[src/rtl/cdu_pkg.sv]
package cdu_pkg;

   typedef enum logic [1:0] {
      MODE_VALIDATE = 2'd0,
      MODE_PREV     = 2'd1,
      MODE_NEXT     = 2'd2,
      MODE_ORDINAL  = 2'd3
   } mode_type;

   localparam logic [3:0]  MONTHS_PER_YEAR = 4'd12;
   localparam logic [3:0]  MONTH_FEB       = 4'd2;
   localparam logic [4:0]  DECEMBER_DAYS   = 5'd31;
   localparam logic [15:0] YEAR_MAX        = 16'h7FFF;

   // The quotient y / 25 is (y * 5243) >> 17, exact for all 15-bit y.
   localparam logic [12:0] DIV25_MUL   = 13'd5243;
   localparam int          DIV25_SHIFT = 17;
   localparam logic [4:0]  DIV25_BASE  = 5'd25;

   typedef struct packed {
      mode_type           mode;
      logic [4:0]         day;
      logic [3:0]         month;
      logic signed [15:0] year;
   } req_type;

   typedef struct packed {
      logic       vld;
      req_type    req;
      logic [10:0] quot25;
   } s1_type;

   typedef struct packed {
      logic       vld;
      req_type    req;
      logic       ok;
      logic       leap;
      logic [4:0] mlen;
      logic [4:0] prev_mlen;
   } s2_type;

   typedef struct packed {
      logic               vld;
      logic               date_valid;
      logic [4:0]         result_day;
      logic [3:0]         result_month;
      logic signed [15:0] result_year;
      logic [8:0]         ordinal_day;
   } rsp_type;

   function automatic logic [4:0] month_len(input logic [3:0] m, input logic leap);
      logic [4:0] len;
      len = 5'd0;
      unique case (m)
         4'd1, 4'd3, 4'd5, 4'd7, 4'd8, 4'd10, 4'd12: len = 5'd31;
         4'd4, 4'd6, 4'd9, 4'd11:                    len = 5'd30;
         4'd2:                                       len = leap ? 5'd29 : 5'd28;
         default:                                    len = 5'd0;
      endcase
      return len;
   endfunction

   function automatic logic [8:0] days_before(input logic [3:0] m);
      logic [8:0] cnt;
      cnt = 9'd0;
      unique case (m)
         4'd1:    cnt = 9'd0;
         4'd2:    cnt = 9'd31;
         4'd3:    cnt = 9'd59;
         4'd4:    cnt = 9'd90;
         4'd5:    cnt = 9'd120;
         4'd6:    cnt = 9'd151;
         4'd7:    cnt = 9'd181;
         4'd8:    cnt = 9'd212;
         4'd9:    cnt = 9'd243;
         4'd10:   cnt = 9'd273;
         4'd11:   cnt = 9'd304;
         4'd12:   cnt = 9'd334;
         default: cnt = 9'd0;
      endcase
      return cnt;
   endfunction

endpackage

[src/rtl/cdu_div25.sv]
module cdu_div25 (
   input  logic              clock,
   input  logic              reset,
   input  logic              beat_in,
   input  cdu_pkg::req_type  req,
   output cdu_pkg::s1_type   s1
);

   logic             vld_ff;
   cdu_pkg::req_type req_ff;
   logic [10:0]      quot_ff;
   logic [10:0]      quot_in;
   logic [27:0]      prod;

   assign prod    = {13'd0, req.year[14:0]} * {15'd0, cdu_pkg::DIV25_MUL};
   assign quot_in = prod[27:cdu_pkg::DIV25_SHIFT];

   always_ff @(posedge clock) begin
      if (reset) begin
         vld_ff <= 1'b0;
      end else begin
         vld_ff <= beat_in;
      end
      req_ff  <= req;
      quot_ff <= quot_in;
   end

   assign s1.vld    = vld_ff;
   assign s1.req    = req_ff;
   assign s1.quot25 = quot_ff;

endmodule

[src/rtl/cdu_check.sv]
module cdu_check (
   input  logic             clock,
   input  logic             reset,
   input  cdu_pkg::s1_type  s1,
   output cdu_pkg::s2_type  s2
);

   cdu_pkg::s2_type s2_ff;
   cdu_pkg::s2_type s2_in;
   logic [15:0]     back25;
   logic            div4;
   logic            div16;
   logic            div25;

   assign back25 = {5'd0, s1.quot25} * {11'd0, cdu_pkg::DIV25_BASE};
   assign div4   = (s1.req.year[1:0] == 2'd0);
   assign div16  = (s1.req.year[3:0] == 4'd0);
   assign div25  = (back25[14:0] == s1.req.year[14:0]);

   always_comb begin
      s2_in           = '0;
      s2_in.vld       = s1.vld;
      s2_in.req       = s1.req;
      s2_in.leap      = div4 && (!div25 || div16);
      s2_in.mlen      = cdu_pkg::month_len(s1.req.month, s2_in.leap);
      s2_in.prev_mlen = cdu_pkg::month_len(s1.req.month - 4'd1, s2_in.leap);
      s2_in.ok        = !s1.req.year[15]
                        && (s1.req.month != 4'd0)
                        && (s1.req.month <= cdu_pkg::MONTHS_PER_YEAR)
                        && (s1.req.day != 5'd0)
                        && (s1.req.day <= s2_in.mlen);
   end

   always_ff @(posedge clock) begin
      s2_ff <= s2_in;
      if (reset) begin
         s2_ff.vld <= 1'b0;
      end
   end

   assign s2 = s2_ff;

endmodule

[src/rtl/cdu_step.sv]
module cdu_step (
   input  logic             clock,
   input  logic             reset,
   input  cdu_pkg::s2_type  s2,
   output cdu_pkg::rsp_type rsp
);

   cdu_pkg::rsp_type rsp_ff;
   cdu_pkg::rsp_type rsp_in;
   logic             ok;

   always_comb begin
      ok                  = s2.ok;
      rsp_in              = '0;
      rsp_in.vld          = s2.vld;
      rsp_in.result_day   = s2.req.day;
      rsp_in.result_month = s2.req.month;
      rsp_in.result_year  = s2.req.year;
      if (ok) begin
         unique case (s2.req.mode)
            cdu_pkg::MODE_PREV: begin
               if (s2.req.day > 5'd1) begin
                  rsp_in.result_day = s2.req.day - 5'd1;
               end else if (s2.req.month > 4'd1) begin
                  rsp_in.result_month = s2.req.month - 4'd1;
                  rsp_in.result_day   = s2.prev_mlen;
               end else begin
                  rsp_in.result_month = cdu_pkg::MONTHS_PER_YEAR;
                  rsp_in.result_day   = cdu_pkg::DECEMBER_DAYS;
                  rsp_in.result_year  = s2.req.year - 16'sd1;
               end
            end
            cdu_pkg::MODE_NEXT: begin
               if (s2.req.day < s2.mlen) begin
                  rsp_in.result_day = s2.req.day + 5'd1;
               end else if (s2.req.month < cdu_pkg::MONTHS_PER_YEAR) begin
                  rsp_in.result_day   = 5'd1;
                  rsp_in.result_month = s2.req.month + 4'd1;
               end else if (s2.req.year == cdu_pkg::YEAR_MAX) begin
                  ok = 1'b0;
               end else begin
                  rsp_in.result_day   = 5'd1;
                  rsp_in.result_month = 4'd1;
                  rsp_in.result_year  = s2.req.year + 16'sd1;
               end
            end
            cdu_pkg::MODE_ORDINAL: begin
               rsp_in.ordinal_day = cdu_pkg::days_before(s2.req.month)
                                    + {4'd0, s2.req.day}
                                    + {8'd0, s2.leap && (s2.req.month > cdu_pkg::MONTH_FEB)};
            end
            cdu_pkg::MODE_VALIDATE: begin
            end
         endcase
      end
      rsp_in.date_valid = ok;
      if (!ok) begin
         rsp_in.result_day   = 5'd0;
         rsp_in.result_month = 4'd0;
         rsp_in.result_year  = 16'sd0;
         rsp_in.ordinal_day  = 9'd0;
      end
   end

   always_ff @(posedge clock) begin
      rsp_ff <= rsp_in;
      if (reset) begin
         rsp_ff.vld <= 1'b0;
      end
   end

   assign rsp = rsp_ff;

   a_invalid_zero: assert property (@(posedge clock) disable iff (reset)
      rsp_ff.vld && !rsp_ff.date_valid |->
         rsp_ff.result_day == 5'd0 && rsp_ff.result_month == 4'd0
         && rsp_ff.result_year == 16'sd0 && rsp_ff.ordinal_day == 9'd0)
      else $error("invalid result carries nonzero fields");

   a_valid_date: assert property (@(posedge clock) disable iff (reset)
      rsp_ff.vld && rsp_ff.date_valid |->
         rsp_ff.result_day != 5'd0 && rsp_ff.result_month != 4'd0
         && rsp_ff.result_month <= cdu_pkg::MONTHS_PER_YEAR)
      else $error("valid result with out-of-range day or month");

   a_ordinal_range: assert property (@(posedge clock) disable iff (reset)
      rsp_ff.vld && rsp_ff.ordinal_day != 9'd0 |->
         rsp_ff.date_valid && rsp_ff.ordinal_day <= 9'd366)
      else $error("ordinal day out of range");

endmodule

[src/rtl/calendar_date_unit_top.sv]
// Channel    Handshake          Ports
// request    start, busy        req_mode, req_day, req_month, req_year
// response   rsp_strobe         rsp_date_valid, rsp_result_day, rsp_result_month,
//                               rsp_result_year, rsp_ordinal_day
//
// A beat is accepted on any edge with start high and busy low, one per cycle.
// Its result is on the rsp_ ports for one cycle.
// The latency is set by the three register stages: divide by 25, leap and
// range check, then date step and ordinal sum.
// Busy is high only during reset, which clears the stage valid bits.
// The response side cannot stall, so the pipeline never holds.
module calendar_date_unit_top (
   input  logic        clock,
   input  logic        reset,
   input  logic        start,
   output logic        busy,
   input  logic [1:0]  req_mode,
   input  logic [4:0]  req_day,
   input  logic [3:0]  req_month,
   input  logic signed [15:0] req_year,
   output logic        rsp_strobe,
   output logic        rsp_date_valid,
   output logic [4:0]  rsp_result_day,
   output logic [3:0]  rsp_result_month,
   output logic signed [15:0] rsp_result_year,
   output logic [8:0]  rsp_ordinal_day
);

   cdu_pkg::req_type req;
   cdu_pkg::s1_type  s1;
   cdu_pkg::s2_type  s2;
   cdu_pkg::rsp_type rsp;
   logic             beat_in;

   assign busy      = reset;
   assign beat_in   = start && !busy;
   assign req.mode  = cdu_pkg::mode_type'(req_mode);
   assign req.day   = req_day;
   assign req.month = req_month;
   assign req.year  = req_year;

   cdu_div25 u_div25 (
      .clock   (clock),
      .reset   (reset),
      .beat_in (beat_in),
      .req     (req),
      .s1      (s1)
   );

   cdu_check u_check (
      .clock (clock),
      .reset (reset),
      .s1    (s1),
      .s2    (s2)
   );

   cdu_step u_step (
      .clock (clock),
      .reset (reset),
      .s2    (s2),
      .rsp   (rsp)
   );

   assign rsp_strobe       = rsp.vld;
   assign rsp_date_valid   = rsp.date_valid;
   assign rsp_result_day   = rsp.result_day;
   assign rsp_result_month = rsp.result_month;
   assign rsp_result_year  = rsp.result_year;
   assign rsp_ordinal_day  = rsp.ordinal_day;

   a_latency: assert property (@(posedge clock) disable iff (reset)
      beat_in |-> ##3 rsp_strobe)
      else $error("accepted beat did not produce a result");

   a_no_spurious: assert property (@(posedge clock) disable iff (reset)
      rsp_strobe |-> $past(beat_in, 3))
      else $error("result without an accepted beat");

endmodule

[config.mk]
export PLATFORM = sky130hd
export DESIGN_NAME = calendar_date_unit_top
export DESIGN_NICKNAME = d
export VERILOG_FILES = /design/src/rtl/cdu_pkg.sv /design/src/rtl/cdu_div25.sv /design/src/rtl/cdu_check.sv /design/src/rtl/cdu_step.sv /design/src/rtl/calendar_date_unit_top.sv
export SDC_FILE = /design/constraint.sdc
export NUM_CORES = 1
export LEC_CHECK = 0
export ABC_AREA = 1
export BUFFER_PORTS_ARGS = -buffer_cell sky130_fd_sc_hd__buf_4
export CAP_MARGIN = 10
export CORE_MARGIN = 1
export CORE_UTILIZATION = 35
export DETAILED_ROUTE_END_ITERATION = 8
export PLACE_DENSITY = 0.61
export RECOVER_POWER = 100
export SETUP_SLACK_MARGIN = 0.15
export SLEW_MARGIN = 20
export SYNTH_ARGS = -nofsm -noshare
export SYNTH_HDL_FRONTEND = slang
export SYNTH_SLANG_ARGS = --single-unit
[constraint.sdc]
create_clock -name clock -period 6.9 [get_ports clock]
set_input_delay 0.345 -clock clock [delete_from_list [all_inputs] [get_ports clock]]
set_output_delay 0.345 -clock clock [all_outputs]
set_load 0.05 [all_outputs]
==> impl_metrics.json <==
{
  "status": "finished with violations",
  "violations": "capacitance limit, slew limit",
  "place_hpwl_microns": 21200,
  "die_x_microns": 175,
  "ant_nets": 0,
  "wire_per_inst_microns": 14.6,
  "cts_tree": "done",
  "dieArea_sq_um": 30800,
  "cts_resized": 0,
  "ys_seq_area_share_pct": 22.8,
  "postCtsSetupBuffers": 0,
  "nNetsFinal": 1668,
  "final.setup.tns_ns": 0,
  "coreArea_sq_um": 29600,
  "via_count": 8707,
  "min_period_over_period_pct": 71.0,
  "h-tree-depth": 4,
  "critical_path_peak_fanout": 23,
  "end_kind": "flip-flop",
  "synth_area_per_cell_sq_um": 7.91,
  "multi_input_area_sq_um": 6990,
  "synth_top_area_share_pct": 22.8,
  "grt_overflow": 0,
  "synth_top_flop_cell": "dfxtp_1",
  "yosysWarnings": 0,
  "rrSetupSlack_ns": 2.00,
  "critical_path_required_ns": 7.24,
  "clkLatencyLatePin_ns": 0.43,
  "async_reset_ff_share_pct": 0,
  "maxCapViolCount": 1,
  "area_delta_synth_final_pct": 11.4,
  "critical_path_class": "flip-flop to flip-flop",
  "grtUsageTotal_pct": 17.6,
  "power_leakage_uw": 0.00592,
  "grt_max_degree": 24,
  "yosys.area.top_type": "dfxtp_1",
  "antenna_found_initial": 0,
  "start_kind": "flip-flop",
  "slew_viol_final": 24,
  "ir_drop_mv": 0.221,
  "relSlewSlack_pct": -31.8,
  "synth.distinct_cells": 55,
  "dr.pass1.iters": 6,
  "drt-initial-drc-count": 634,
  "grt_pass1_vias": 8505,
  "hp-class": "input pin to flip-flop",
  "syn_area_sq_um": 10500,
  "timing.fmax_mhz": 204,
  "rsz0062_at_grt": "no",
  "arrival_ns": 5.24,
  "syn_nets": 1605,
  "gp_congestion": 0.889,
  "initial_core_util_pct": 35.5,
  "io_pins": 67,
  "grt_pass1_wl_microns": 42800,
  "final_cells": 1796,
  "synth_area_leaders": "dfxtp_1 (23%), ha_1 (20%), fa_1 (15%)",
  "p_per_area_nw_per_um2": 440,
  "placed_cells": 1764,
  "drc": 0,
  "cts.path.max_buffers": 2,
  "post_route_cells_drive_above_1_share_pct": 5.19,
  "wirelength_microns": 26200,
  "n_antenna_cell": 0,
  "postCtsHoldBufs": 0,
  "worst_pin_slew_ns": 1.98,
  "register_area_sq_um": 2400,
  "period_needed_ns": 4.90,
  "synth_edf_count": 0,
  "finalSetupViolCount": 0,
  "hold_viol": 0,
  "final_util_pct": 39.6,
  "fp.dieH_microns": 175,
  "cts_sinks": 120,
  "whs_ns": 0.0408,
  "cts.reportedPaths.clkPinSlew_ns": 0.07,
  "ys_ff_latch": 120,
  "port-buffer-count": 66,
  "postSynthCellCount": 1330,
  "rows": 63,
  "clock-root-buffer": "clkbuf_16",
  "via_per_inst": 4.85,
  "fill_cells": 3130,
  "p_total_uw": 5160,
  "numCtsBuffers": 17,
  "fin_worst_skew_ns": 0.0110
}
==> registers in the layout, indices dropped and copies added (netlist names), named ones only <==
| signal | flops |
|---|---|
| u_check.s2 | 36 |
| u_div25.vld_ff | 1 |
| u_step.rsp | 36 |
| u_div25.s1 | 27 |
| u_div25.quot_ff | 11 |
==> cells in the final DEF (no fill, tap or decap), types with 3 or more instances in the layout <==
cell       Yosys  layout
o22ai_1        3       3
or2_2          3       3
nand2_1      223     224
inv_8          0       6
inv_2          6       5
nand4_1       11      11
xor2_1        21      21
xnor2_1       12      12
nand2_2        5       4
a21o_1         5       5
clkbuf_16      0      17
dfxtp_1      120     120
nor2_1        99      99
clkbuf_1       7      53
inv_1        249     250
a31oi_1        6       6
nand3_1       60      61
o211ai_1       5       5
nand3b_1       4       4
nor3_2         3       3
fa_1          77      77
ha_1         168     168
o21ai_1       10       6
clkbuf_4       0      12
nor3_1        18      19
a21oi_1       80      82
nor2_2         4       4
inv_6          0       4
o21ai_0       75      80
nor4_1         6       7
o21bai_1       3       3
==> worst max-delay path, cell delays in order, from the launching register on <==
cell	delay (ns)
dfxtp_1	0.57
ha_1	0.33
nand2_1	0.07
inv_1	0.03
o21ai_0	0.15
nand3_1	0.55
inv_1	0.50
nor3_1	0.15
a21oi_1	1.49
nand2_1	0.62
nor3b_1	0.33
==> cell usage after synthesis (all sizes together), types with 12 or more instances <==
master / instances
buf: 15
a21oi: 82
nand4: 12
nor2: 105
nor3: 22
nand3: 63
xnor2: 12
ha: 168
inv: 255
dfxtp: 120
xor2: 21
o21ai: 88
fa: 77
nand2: 229
==> layout make-up <==
class	count	share of cell area [%]
Clock inverter	15	1.29
Timing Repair Buffer	67	2.59
Clock buffer	17	3.63
Multi-Input combinational cell	931	59.6
Inverter	256	8.20
Sequential cell	120	20.5
Tap cell	390	4.16
==> logic make-up (layout without fill, tap and decap cells) <==
family,Yosys count,in the layout,share of synthesized area [%]
xor+xnor,33,33,2.75
flops,120,120,22.8
simple gates,450,450,18.8
compound gates,203,203,10.7
fa+ha+maj,245,245,34.6
buf+inv,279,355,10.4
==> power breakdown <==
group	total [uW]	leakage, uW	internal (uW)	switching, uW
logic	3400	0.00464	1310	2090
clock network	886	0.000279	482	404
registers	869	0.00100	786	82.8
total	5160	0.00592	2580	2580
==> stage by stage <==
step	cell area (sq um)	setup WS, ns
after floorplan	10500	2.92
after global placement	11400	2.56
after detailed placement	11400	2.56
after CTS	12000	2.96
after global routing	11700	1.70
final	11700	2.00
==> routing by layer <==
metal | global-route usage [%] | up-vias | share of wire, % | routed length [microns]
met3 | 2.38 | 31 | 3.9 | 1030
met4 | 4.96 | 0 | 1.7 | 454
li1 | - | 4397 | - | -
met2 | 30.5 | 191 | 48 | 12600
met1 | 22.7 | 4088 | 46 | 12000
met5 | 0 | - | 0 | 0
==> final timing paths <==
path | start | end | cells after the start
setup / recovery | u_check.s2[34] | u_step.rsp[3] | 10
hold / removal | req_mode[0] | u_div25.s1[36] | 1
setup reg to reg | u_check.s2[34] | u_step.rsp[3] | 10
hold reg to reg | u_div25.s1[36] | u_check.s2[37] | 0
Note: power is estimated with default switching activity, not from simulation.
